`src/hdl/glp_pkg.sv`:
```
`timescale 1ns / 1ps

package glp_pkg;

  localparam int DEF_MAX_COLS    = 32;
  localparam int DEF_MAX_ROWS    = 1024;
  localparam int DEF_VALUE_WIDTH = 32;

  // Configuration port
  localparam int CFG_ADDR_W  = 4;
  localparam int CFG_DATA_W  = 11;
  localparam int GRID_ROWS_W = 11;
  localparam int GRID_COLS_W = 6;

  localparam logic [CFG_ADDR_W-1:0] REG_GRID_ROWS = CFG_ADDR_W'(0);
  localparam logic [CFG_ADDR_W-1:0] REG_GRID_COLS = CFG_ADDR_W'(1);

  // Three rotating line buffers: current, middle and above
  localparam int NUM_BANKS = 3;
  localparam int BANK_W    = 2;

  typedef enum logic [2:0] {
    ST_IDLE,
    ST_FETCH1,
    ST_FETCH2,
    ST_CMP,
    ST_DECIDE,
    ST_NEXT,
    ST_FINISH
  } glp_state_t;

  typedef struct packed {
    logic accept;       // input item taken this cycle
    logic start_sweep;  // switch to the last-row sweep
    logic rd_next;      // read the right-hand neighbour
    logic cap_win;      // capture left, centre and upper values
    logic cmp;          // evaluate the peak test
    logic k_inc;        // advance the sweep column
    logic pend_load;    // park the decided peak
    logic pend_clr;     // drop the parked peak
    logic out_load;     // load the output register
    logic out_marker;   // output is the end marker
    logic out_done;     // output closes the grid
  } glp_cmd_t;

  typedef struct packed {
    logic first_row;    // incoming item lies on row zero
    logic sweep;        // last-row sweep in progress
    logic final_item;   // item in work closes the grid
    logic k_last;       // column under test is the last one
    logic peak;         // peak test result
    logic pend_valid;   // a peak is parked
    logic out_free;     // output register can take a result
  } glp_status_t;

endpackage

```
`src/hdl/glp_ctrl.sv`:
```
`timescale 1ns / 1ps

module glp_ctrl (
  input  logic                 clk,
  input  logic                 rst_n,
  input  logic                 in_valid,
  output logic                 in_ready,
  input  glp_pkg::glp_status_t status,
  output glp_pkg::glp_cmd_t    cmd
);

  glp_pkg::glp_state_t state_r, state_nxt;

  always_ff @(posedge clk) begin
    if (!rst_n) begin
      state_r <= glp_pkg::ST_IDLE;
    end else begin
      state_r <= state_nxt;
    end
  end

  always_comb begin
    state_nxt = state_r;
    in_ready  = 1'b0;
    cmd       = '0;
    unique case (state_r)
      glp_pkg::ST_IDLE: begin
        in_ready = 1'b1;
        if (in_valid) begin
          cmd.accept = 1'b1;
          // row zero items only fill the line buffer
          if (!status.first_row) begin
            state_nxt = glp_pkg::ST_FETCH1;
          end
        end
      end
      glp_pkg::ST_FETCH1: begin
        state_nxt = glp_pkg::ST_FETCH2;
      end
      glp_pkg::ST_FETCH2: begin
        cmd.rd_next = 1'b1;
        cmd.cap_win = 1'b1;
        state_nxt   = glp_pkg::ST_CMP;
      end
      glp_pkg::ST_CMP: begin
        cmd.cmp   = 1'b1;
        state_nxt = glp_pkg::ST_DECIDE;
      end
      glp_pkg::ST_DECIDE: begin
        priority if (!status.peak) begin
          state_nxt = glp_pkg::ST_NEXT;
        end else if (!status.pend_valid) begin
          cmd.pend_load = 1'b1;
          state_nxt     = glp_pkg::ST_NEXT;
        end else if (status.out_free) begin
          // push the older peak out, park the new one
          cmd.out_load  = 1'b1;
          cmd.pend_load = 1'b1;
          state_nxt     = glp_pkg::ST_NEXT;
        end else begin
          // hold until the output register drains
          state_nxt = glp_pkg::ST_DECIDE;
        end
      end
      glp_pkg::ST_NEXT: begin
        priority if (status.sweep) begin
          if (status.k_last) begin
            state_nxt = glp_pkg::ST_FINISH;
          end else begin
            cmd.k_inc = 1'b1;
            state_nxt = glp_pkg::ST_FETCH1;
          end
        end else if (status.final_item) begin
          cmd.start_sweep = 1'b1;
          state_nxt       = glp_pkg::ST_FETCH1;
        end else if (!status.pend_valid) begin
          state_nxt = glp_pkg::ST_IDLE;
        end else if (status.out_free) begin
          cmd.out_load = 1'b1;
          cmd.pend_clr = 1'b1;
          state_nxt    = glp_pkg::ST_IDLE;
        end else begin
          // hold until the output register drains
          state_nxt = glp_pkg::ST_NEXT;
        end
      end
      glp_pkg::ST_FINISH: begin
        if (status.out_free) begin
          cmd.out_load   = 1'b1;
          cmd.out_marker = !status.pend_valid;
          cmd.out_done   = 1'b1;
          cmd.pend_clr   = 1'b1;
          state_nxt      = glp_pkg::ST_IDLE;
        end
      end
      default: begin
        state_nxt = glp_pkg::ST_IDLE;
      end
    endcase
  end

endmodule

```
`config.mk`:
```
export PLATFORM = sky130hd
export DESIGN_NAME = glp_ctrl
export DESIGN_NICKNAME = d
export VERILOG_FILES = /design/src/hdl/glp_pkg.sv /design/src/hdl/glp_ctrl.sv
export SDC_FILE = /design/constraint.sdc
export NUM_CORES = 1
export LEC_CHECK = 0
export ABC_AREA = 1
export ABC_CLOCK_PERIOD_IN_PS = 1100
export BUFFER_PORTS_ARGS = -buffer_cell sky130_fd_sc_hd__buf_2
export CAP_MARGIN = 20
export CORE_AREA = 10 10 47 49
export DETAILED_ROUTE_END_ITERATION = 10
export DIE_AREA = 0 0 57 59
export PLACE_DENSITY = 0.6
export SETUP_SLACK_MARGIN = 0.4
export SKIP_LAST_GASP = 1
export SLEW_MARGIN = 20
export SYNTH_ARGS = -nofsm -noshare
export SYNTH_HDL_FRONTEND = slang
export SYNTH_SLANG_ARGS = --single-unit
```
`constraint.sdc`:
```
create_clock -name clk -period 1.1 [get_ports clk]
set_input_delay 0.33 -clock clk [delete_from_list [all_inputs] [get_ports clk]]
set_output_delay 0.33 -clock clk [all_outputs]
set_load 0.03 [all_outputs]
```
==> results of run 1 <==
[logic make-up after synthesis]
| family | after synthesis | synth area share, % |
|---|---|---|
| buffers and inverters | 15 | 17.5 |
| DFF | 3 | 17.5 |
| and+or+nand+nor | 53 | 65.1 |
[critical path, stage by stage (launching register included)]
cell and delay [ns]:
dfxtp_4 0.36, inv_2 0.07, nand2_2 0.06, nor2_4 0.15, nand3_4 0.12, nand2_4 0.08, buf_6 0.12
[power groups by stage]
stage          logic (W)  registers [W]  clock network (W)
3_3_place_gp    0.000299       0.000145                  0
6_report        0.000438       0.000148           0.000190
5_1_grt         0.000478       0.000151           0.000212
4_1_cts         0.000388       0.000143           0.000203
2_1_floorplan   0.000172       0.000147                  0
3_5_place_dp    0.000302       0.000146                  0
[metrics by stage]
stage	setup WS (ns)	power [W]	util (%)	hold slack [ns]	TNS, ns
2_1_floorplan	-0.110	0.000320	-	0.461	-0.742
3_3_place_gp	-0.252	0.000444	48.9	0.586	-2.33
3_5_place_dp	-0.257	0.000448	48.9	0.610	-2.41
4_1_cts	-0.413	0.000734	62.1	0.370	-4.74
5_1_grt	-0.481	0.000841	68.2	0.402	-6.03
6_report	-0.427	0.000776	68.2	0.388	-5.12
[area by class of cell]
cell class	instances	area [µm²]
Inverter	14	55.1
Tap cell	16	20.0
Fill cell	117	445
Sequential cell	3	71.3
Multi-Input combinational cell	53	382
Timing Repair Buffer	47	402
Clock buffer	4	26.3
[timing repair]
item | 4_1_cts | 5_1_grt
endpoints found under the setup margin | 15 | 15
gates cloned | 0 | 0
pin swaps | 10 | 10
resized for setup | 32 | 17
setup buffers | 7 | 3
[cells in the final DEF, fill, tap and decap left out, drive strengths merged]
cell type | netlist | routed
clkbuf | 0 | 4
and3 | 1 | 1
dfxtp | 3 | 3
buf | 1 | 47
nand3 | 8 | 8
inv | 14 | 14
nand4 | 1 | 1
nand2 | 28 | 28
nor2 | 15 | 15
[per-layer routing]
layer	up-vias	part of all wire (%)
met5	-	0
met1	284	33
met3	2	7.2
li1	310	-
met4	0	0.58
met2	14	59
[path summary, 6_finish.rpt]
| check | start | cells after the start | slack, ns | to |
|---|---|---|---|---|
| setup / recovery | state_r[1]$_SDFFE_PN0P_ | 6 | -0.43 | cmd[3] |
| hold / removal | rst_n | 3 | 0.39 | state_r[1]$_SDFFE_PN0P_ |
| setup reg to reg | state_r[0]$_SDFFE_PN0P_ | 11 | -0.24 | state_r[0]$_SDFFE_PN0P_ |
| hold reg to reg | state_r[2]$_SDFFE_PN0P_ | 5 | 0.69 | state_r[0]$_SDFFE_PN0P_ |
==> reports/results.ini, run 1 <==
[routing]
route.vias.total = 610
ant_nets = 0
wl_per_cell_um = 11.3
routed_wl_um = 1550
drc = 0
drt_iter0_markers = 1
first_pass_iters = 3
viasPerCell = 4.45

[synthesis]
synth.cell_area_um2 = 344
ys_ff_latch = 3
synth_edf_count = 0
synth_warnings = 0
synth.most_common_cell = nand2_1
ys_top_cells_by_area = nand2_1 29%, dfxtp_1 17%, inv_1 13%, nor2_1 13%, nand3_1 12%
synth_largest_area_cell = nand2_1
async_flop_share_pct = 0
ys_types = 11
synth_ff_type = dfxtp_1
yosys.area.top_type_share_pct = 29.5
ys_seq_area_share_pct = 17.5
syn_nets = 81
syn_area_per_cell_um2 = 4.85
synthTopCellsByCount = 27 x nand2_1, 12 x inv_1, 12 x nor2_1, 8 x nand3_1
syn-instance-count = 71

[clock_tree]
cts_buffers = 3
insertion_delay_ns = 0.23
clkSlewWorstSetupHoldPaths_ns = 0.04
h-tree-depth = 1
numClockSinks = 3
tritoncts = built
postCtsHoldBufs = 0
clk_path_buf_depth = 2
cts-root-buf = clkbuf_4

[sta]
finalMaxSlewViolations = 0
timing.final.ws_setup_ns = -0.427
max-slew-margin-rel_pct = 86.7
skew_ns = 0.0000993
post-route-min-period_ns = 1.53
hold_violations = 0
setup_viol = 15
worstMarginPinSlew_ns = 0.199
rsz0062_at_grt = true
fmax_mhz = 655
fin_crit_sh_pct = 139

[final_layout]
final_layout_size_suffix_gt1_share_pct = 72.7
top_regs = state_r: 3 flops
diodes = 0
largest_reg_flops = 3
finalNetCount = 132
regMostFlops = state_r
final_area_um2 = 956
area_growth_pct = 178
instances_no_fill = 137

[power]
pwr-share-seq_pct = 19.0
p_int_w = 0.000479
p_clk_share_pct = 24.5
p_leak_nw = 0.508
peakVddDrop_mv = 0.719
p_sw_w = 0.000297
p_comb_share_pct = 56.4
p_sw_share_pct = 38.3
power_per_cell_area_nw_per_um2 = 812

[global_routing]
grt_use_total_pct = 9.62
globalRouteMet3Util_pct = 3.00
antenna_found_initial = 0
grt_pass1_wl_um = 2680
grt_overflow = 0
grt_pass1_vias = 665
grt_max_degree = 6
globalRouteMet2Util_pct = 18.8
top_usage_layer = met2
met1_usage_pct = 8.13

[job]
max_cap_viol_count = 0

[status]
violations = setup timing
status = finished with violations

[placed_design]
io_buffers = 21
dp.final_hpwl_um = 1070
numPlacedInstances = 123
placed_cell_area_um2 = 686
gp_congestion = 0.808

[setup_path]
critical_path.max_fanout = 4
endpoint_kind = primary output
setup.worst_path.start_class = flop
crit_arrival_ns = 1.20
worst_ep_required_time_ns = 0.77
path_class = reg -> out

[floorplanning]
row_count = 14
die-area_um2 = 3360
start_util_pct = 24.6
pin_count = 22
core-area_um2 = 1400
die_h_um = 59
die_x_um = 57

[min_path]
hp-class = in -> reg

No activity file was read; power rests on OpenSTA's default activity.
==> run 2: changes to the inputs <==
Settings changed: ABC_AREA 1 to default, GPL_ROUTABILITY_DRIVEN from default to 0, PLACE_DENSITY 0.6 to 0.57.
==> run 2 against run 1 <==
Effect of this change:
- the flow still finishes with violations (setup timing)
- cell area is 13% lower
- flip-flop and latch count stayed put
- non-clock buffer count is 10 lower
- clock skew is 0.00063 ns higher
- maximum frequency is 1.1% lower
- critical endpoint is now cmd[9]
- highest routed layer unchanged
==> reports/results.ini, run 2 <==
[sta]
fmax_mhz = 648  ; -1.1%
rsz0062_at_grt = true
setup_viol = 14  ; -1
hold_violations = 0  ; unchanged
fin_crit_sh_pct = 140  ; +1.6 points
post-route-min-period_ns = 1.54  ; +0.0171 ns
skew_ns = 0.000729  ; +0.000630 ns
timing.final.ws_setup_ns = -0.444  ; -0.0171 ns
max-slew-margin-rel_pct = 79.2  ; -7.5 points
worstMarginPinSlew_ns = 0.308  ; +0.109 ns
finalMaxSlewViolations = 0  ; unchanged

[floorplanning]
die-area_um2 = 3360  ; unchanged
start_util_pct = 22.2  ; -2.3 points
pin_count = 22  ; unchanged
core-area_um2 = 1400  ; unchanged
die_h_um = 59  ; unchanged
die_x_um = 57  ; unchanged
row_count = 14  ; unchanged

[final_layout]
regMostFlops = state_r
largest_reg_flops = 3  ; unchanged
area_growth_pct = 166
n_fill_cell = 121  ; +3.4%
diodes = 0  ; unchanged
finalNetCount = 95  ; -28%
top_regs = state_r: 3 flops
layout_commonest_cell = buf_4
regArea_um2 = 66.3  ; -7.0%
multi_input_area_um2 = 400  ; +4.9%
final_area_um2 = 830  ; -13%
instances_no_fill = 100  ; -27%
final_layout_size_suffix_gt1_share_pct = 77.4  ; +4.7 points
final_util_pct = 59.2  ; -9.0 points
layout_common_cells = 16 x buf_4, 11 x buf_6, 9 x buf_2

[synthesis]
ys_types = 22  ; +11
synthTopCellsByCount = 7 x nand2_1, 5 x a21oi_1, 5 x nor2_1, 5 x nor2b_1
syn-instance-count = 47  ; -34%
ys_top_cells_by_area = dfxtp_1 19%, nor2b_1 10%, nand2_1 8.4%, a21oi_1 8.0%, nor2_1 6.0%
ys_seq_area_share_pct = 19.3  ; +1.8 points
syn_nets = 57  ; -30%
ys_ff_latch = 3  ; unchanged
syn_area_per_cell_um2 = 6.63  ; +37%
synth.cell_area_um2 = 312  ; -9.5%
synth_largest_area_cell = dfxtp_1
async_flop_share_pct = 0  ; unchanged
synth_ff_type = dfxtp_1
synth.most_common_cell = nand2_1
yosys.area.top_type_share_pct = 19.3  ; -10 points
synth_edf_count = 0  ; unchanged
synth_warnings = 0  ; unchanged

[status]
violations = setup timing
status = finished with violations

[power]
power_per_cell_area_nw_per_um2 = 1010  ; +24%
p_leak_nw = 0.381  ; -25%
peakVddDrop_mv = 0.681  ; -5.3%

[routing]
routed_wl_um = 1390  ; -10%
route.vias.total = 502  ; -18%
viasPerCell = 5.02  ; +13%
ant_nets = 0  ; unchanged
wl_per_cell_um = 13.9  ; +23%
drt_iter0_markers = 4  ; +3
first_pass_iters = 4  ; +1
drc = 0  ; unchanged

[placed_design]
dp.final_hpwl_um = 1050  ; -2.2%
io_buffers = 21  ; unchanged
placed_cell_area_um2 = 679  ; -0.91%
numPlacedInstances = 94  ; -24%

[setup_path]
reg2reg_depth = 4  ; -7
endpoint_kind = primary output
crit_arrival_ns = 1.21  ; about the same
critical_path.max_fanout = 4  ; unchanged
path_class = reg -> out
worst_ep_required_time_ns = 0.77  ; about the same
setup.worst_path.start_class = flop

[clock_tree]
clk_path_buf_depth = 2  ; unchanged
tritoncts = built
cts-root-buf = clkbuf_4
clkSlewWorstSetupHoldPaths_ns = 0.04  ; about the same
numClockSinks = 3  ; unchanged
h-tree-depth = 1  ; unchanged
postCtsHoldBufs = 0  ; unchanged
insertion_delay_ns = 0.23  ; about the same
cts_buffers = 3  ; unchanged

[global_routing]
grt_max_degree = 10  ; +4
grt_overflow = 0  ; unchanged
grt_pass1_vias = 543  ; -18%
grt_pass1_wl_um = 2370  ; -12%
antenna_found_initial = 0  ; unchanged
grt_use_total_pct = 8.32  ; -1.3 points

[min_path]
whs_path_depth = 3  ; unchanged
hp-class = in -> reg

[job]
max_cap_viol_count = 0  ; unchanged

==> run 2: per-stage QoR <==
step,hold slack [ns],total power (W),setup WS [ns],TNS [ns]
2_1_floorplan,0.455,0.000446,-0.302,-2.24
3_3_place_gp,0.588,0.000559,-0.368,-4.11
3_5_place_dp,0.573,0.000559,-0.367,-4.25
4_1_cts,0.352,0.000828,-0.445,-4.73
5_1_grt,0.363,0.000876,-0.496,-5.37
6_report,0.356,0.000834,-0.444,-4.74
==> run 2: cell type report <==
cell class | instances | share of cell area [%]
sequential | 3 | 7.99
multi-input combinational | 38 | 48.3
clock buffer | 4 | 3.17
timing repair buffer | 37 | 37.3
inverter | 2 | 0.905
tap | 16 | 2.41
==> run 2: kinds of logic (layout without fill, tap and decap cells) <==
family | count (synthesis) | count (layout) | synth area share (%)
and+or+nand+nor | 25 | 25 | 42.6
AOI/OAI and AO/OA | 13 | 13 | 28.5
buffers and inverters | 6 | 43 | 9.64
DFF | 3 | 3 | 19.3
==> run 2: worst paths after layout <==
path                                         startpoint  slack [ns]                       to
worst min-delay path                              rst_n        0.36  state_r[0]$_SDFFE_PN0P_
worst min register to register  state_r[0]$_SDFFE_PN0P_        0.58  state_r[1]$_SDFFE_PN0P_
worst max register to register  state_r[0]$_SDFFE_PN0P_       -0.04  state_r[0]$_SDFFE_PN0P_
worst max-delay path            state_r[0]$_SDFFE_PN0P_       -0.44                   cmd[9]
==> run 2: metal layers <==
metal	part of all wire [%]	track usage, %	vias up
met2	51	14.6	19
li1	-	-	246
met3	8.3	3.00	2
met1	39	8.72	235
met4	2.0	3.69	0
met5	0	0	-
==> run 2: power breakdown <==
part	switching (W)	internal, W	leakage, nW	total, W
registers	0.0000263	0.000128	0.0261	0.000154
logic	0.000251	0.000234	0.340	0.000485
clock network	0.0000587	0.000136	0.0150	0.000195
total	0.000336	0.000498	0.381	0.000834
==> run 2: what timing repair did <==
item | 4_1_cts | 5_1_grt
gates resized for setup | 30 | 3
pin swaps | 4 | 3
setup buffers | 2 | 0
cloned | 0 | 0
setup endpoints to repair | 15 | 15
==> run 2: worst max-delay path, stage by stage (launching register included) <==
cell and delay (ns):
dfxtp_2 0.35, nor2b_4 0.22, nand2_4 0.09, nor3b_4 0.18
buf_6 0.15
==> run 3: changes to the inputs <==
--- a/config.mk
+++ b/config.mk
@@ -10,5 +10,5 @@
 export CAP_MARGIN = 20
-export CORE_AREA = 10 10 47 49
+export CORE_AREA = 4 4 41 43
 export DETAILED_ROUTE_END_ITERATION = 10
-export DIE_AREA = 0 0 57 59
+export DIE_AREA = 0 0 45 47
 export GPL_ROUTABILITY_DRIVEN = 0
==> constraint.sdc (replaced) <==
create_clock -name clk -period 1.1 [get_ports clk]
set_input_delay 0.275 -clock clk [delete_from_list [all_inputs] [get_ports clk]]
set_output_delay 0.275 -clock clk [all_outputs]
set_load 0.03 [all_outputs]
==> run 3 against run 2 <==
Effect of this change:
- the run still ends with setup timing left
- clock skew increased by 0.0026 ns
- non-clock buffer count increased by 7
- worst hold slack got worse by 0.069 ns
- sequential share of layout area decreased by 0.41 points
- total power increased by 15%
- first-iteration DRC count decreased by 25%
- core utilization increased by 13 points
- via count increased by 1.4%
- final cell count increased by 6.0%
- setup slack improved by 0.029 ns
- critical path type unchanged
- largest power group unchanged
==> reports/results.ini, run 3 (synthesized netlist as in run 2, its figures left out) <==
[floorplanning]
die-area_um2 = 2120  ; -37%
pin_count = 22  ; unchanged
core-area_um2 = 1300  ; -7.1%
start_util_pct = 23.9  ; +1.7 points
die_h_um = 47  ; -20%
row_count = 13  ; -1
die_x_um = 45  ; -21%

[routing]
drc = 0  ; unchanged
ant_nets = 0  ; unchanged
wl_met1_um = 570  ; +5.6%
wl_met2_um = 796  ; +12%
wl_per_cell_um = 13.7  ; -1.4%
first_pass_iters = 2  ; -2
viasPerCell = 4.80  ; -4.3%
dr_wl_met3_um = 78  ; -32%
route.vias.total = 509  ; +1.4%
top_layer = met4
drt_iter0_markers = 3  ; -1
routed_wl_um = 1460  ; +4.5%

[power]
p_total_w = 0.000961  ; +15%
pwr-share-seq_pct = 16.3  ; -2.2 points
p_sw_share_pct = 39.7  ; -0.60 points
p_comb_share_pct = 62.7  ; +4.6 points
p_leak_nw = 0.418  ; +9.9%
peakVddDrop_mv = 0.451  ; -34%
p_int_w = 0.000580  ; +16%
p_clk_share_pct = 20.9  ; -2.5 points
power_per_cell_area_nw_per_um2 = 1020  ; +1.7%
p_sw_w = 0.000382  ; +14%

[placed_design]
io_buffers = 21  ; unchanged
dp.final_hpwl_um = 998  ; -4.7%
placed_cell_area_um2 = 693  ; +2.0%
post-place-ws_ns = -0.309  ; +0.0581 ns

[setup_path]
crit_slowest_cell = dfxtp_4
endpoint_kind = primary output
cpPeakStageDelay_ns = 0.36  ; about the same
path_class = reg -> out
reg2reg_slack_ns = -0.05  ; about the same
worst_ep_required_time_ns = 0.82  ; +0.05 ns
crit_arrival_ns = 1.24  ; +0.03 ns
path_cells = nor2b_4 > nand2_4 > nor3b_4 > buf_6
setup.worst_path.start_class = flop
critical_path.max_fanout = 4  ; unchanged
cp.buffers_inverters = 1  ; unchanged
cpLargestDelayFamily = simple AND/OR/NAND/NOR gates

[final_layout]
layout_commonest_cell = buf_6
area_growth_pct = 202
final_util_pct = 72.3  ; +13 points
regMostFlops = state_r
finalNetCount = 102  ; +7.4%
final_layout_size_suffix_gt1_share_pct = 83.5  ; +6.1 points
layout_common_cells = 19 x buf_6, 16 x buf_4, 7 x buf_2
final_area_um2 = 941  ; +13%
top_regs = state_r: 3 flops
largest_reg_flops = 3  ; unchanged
diodes = 0  ; unchanged

[sta]
setup_viol = 13  ; -1
skew_ns = 0.00337  ; +0.00264 ns
hold_violations = 0  ; unchanged
timing.final.ws_setup_ns = -0.415  ; +0.0290 ns
setup_tns_ns = -4.24  ; +0.494 ns
max-slew-margin-rel_pct = 70.8  ; -8.4 points
fmax_mhz = 660  ; +1.9%
rsz0062_at_grt = true
post-route-min-period_ns = 1.52  ; -0.0290 ns
fin_crit_sh_pct = 138  ; -2.6 points
worstMarginPinSlew_ns = 0.433  ; +0.125 ns
finalMaxSlewViolations = 0  ; unchanged

[global_routing]
grt_max_degree = 8  ; -2
grt_pass1_vias = 563  ; +3.7%
antenna_found_initial = 0  ; unchanged
grt_use_total_pct = 16.6  ; +8.3 points
grt_overflow = 0  ; unchanged
grt_pass1_wl_um = 2490  ; +5.2%

[clock_tree]
numClockSinks = 3  ; unchanged
cts-root-buf = clkbuf_4
insertion_delay_ns = 0.24  ; about the same
postCtsHoldBufs = 0  ; unchanged
clk_path_buf_depth = 2  ; unchanged
cts_buffers = 3  ; unchanged
h-tree-depth = 1  ; unchanged
tritoncts = built
clkSlewWorstSetupHoldPaths_ns = 0.04  ; about the same

[job]
max_cap_viol_count = 0  ; unchanged

[min_path]
hp-class = in -> reg

[status]
violations = setup timing
status = finished with violations

## run 3: per-layer routing
layer  track usage, %  up-vias
li1                 -      257
met1             17.7      238
met2             29.7       12
met3             5.75        2
met4             7.02        0
met5                0        -
## run 3: final timing paths
check	endpoint	start	cells after the start
worst min-delay path	state_r[2]$_SDFFE_PN0P_	rst_n	2
worst max register to register	state_r[0]$_SDFFE_PN0P_	state_r[1]$_SDFFE_PN0P_	4
worst min register to register	state_r[0]$_SDFFE_PN0P_	state_r[2]$_SDFFE_PN0P_	2
worst max-delay path	cmd[9]	state_r[0]$_SDFFE_PN0P_	4
## run 3: power groups by stage
| stage | sequential (W) | clock (W) | combinational (W) |
|---|---|---|---|
| global placement | 0.000155 | 0 | 0.000412 |
| floorplan | 0.000134 | 0 | 0.000311 |
| CTS | 0.000158 | 0.000203 | 0.000516 |
| detailed placement | 0.000156 | 0 | 0.000416 |
| finish | 0.000157 | 0.000201 | 0.000603 |
| global route | 0.000161 | 0.000220 | 0.000642 |
## run 3: final cells by class
type / instances / area [µm²]
clock buffer: 4 / 26.3
tap: 15 / 18.8
timing repair buffer: 44 / 404
fill: 108 / 360
sequential: 3 / 71.3
multi-input combinational: 38 / 413
inverter: 2 / 7.51
## run 3: what timing repair did
item | in CTS | in global routing
buffers inserted | 4 | 3
pin swaps | 14 | 12
resized for setup | 41 | 12
endpoints found under the setup margin | 15 | 15
## run 3: metrics by stage
stage               hold slack [ns]  instances
finish                        0.287        106
global route                  0.299        106
CTS                           0.296        103
detailed placement            0.550         95
global placement              0.543         95
floorplan                     0.400         47
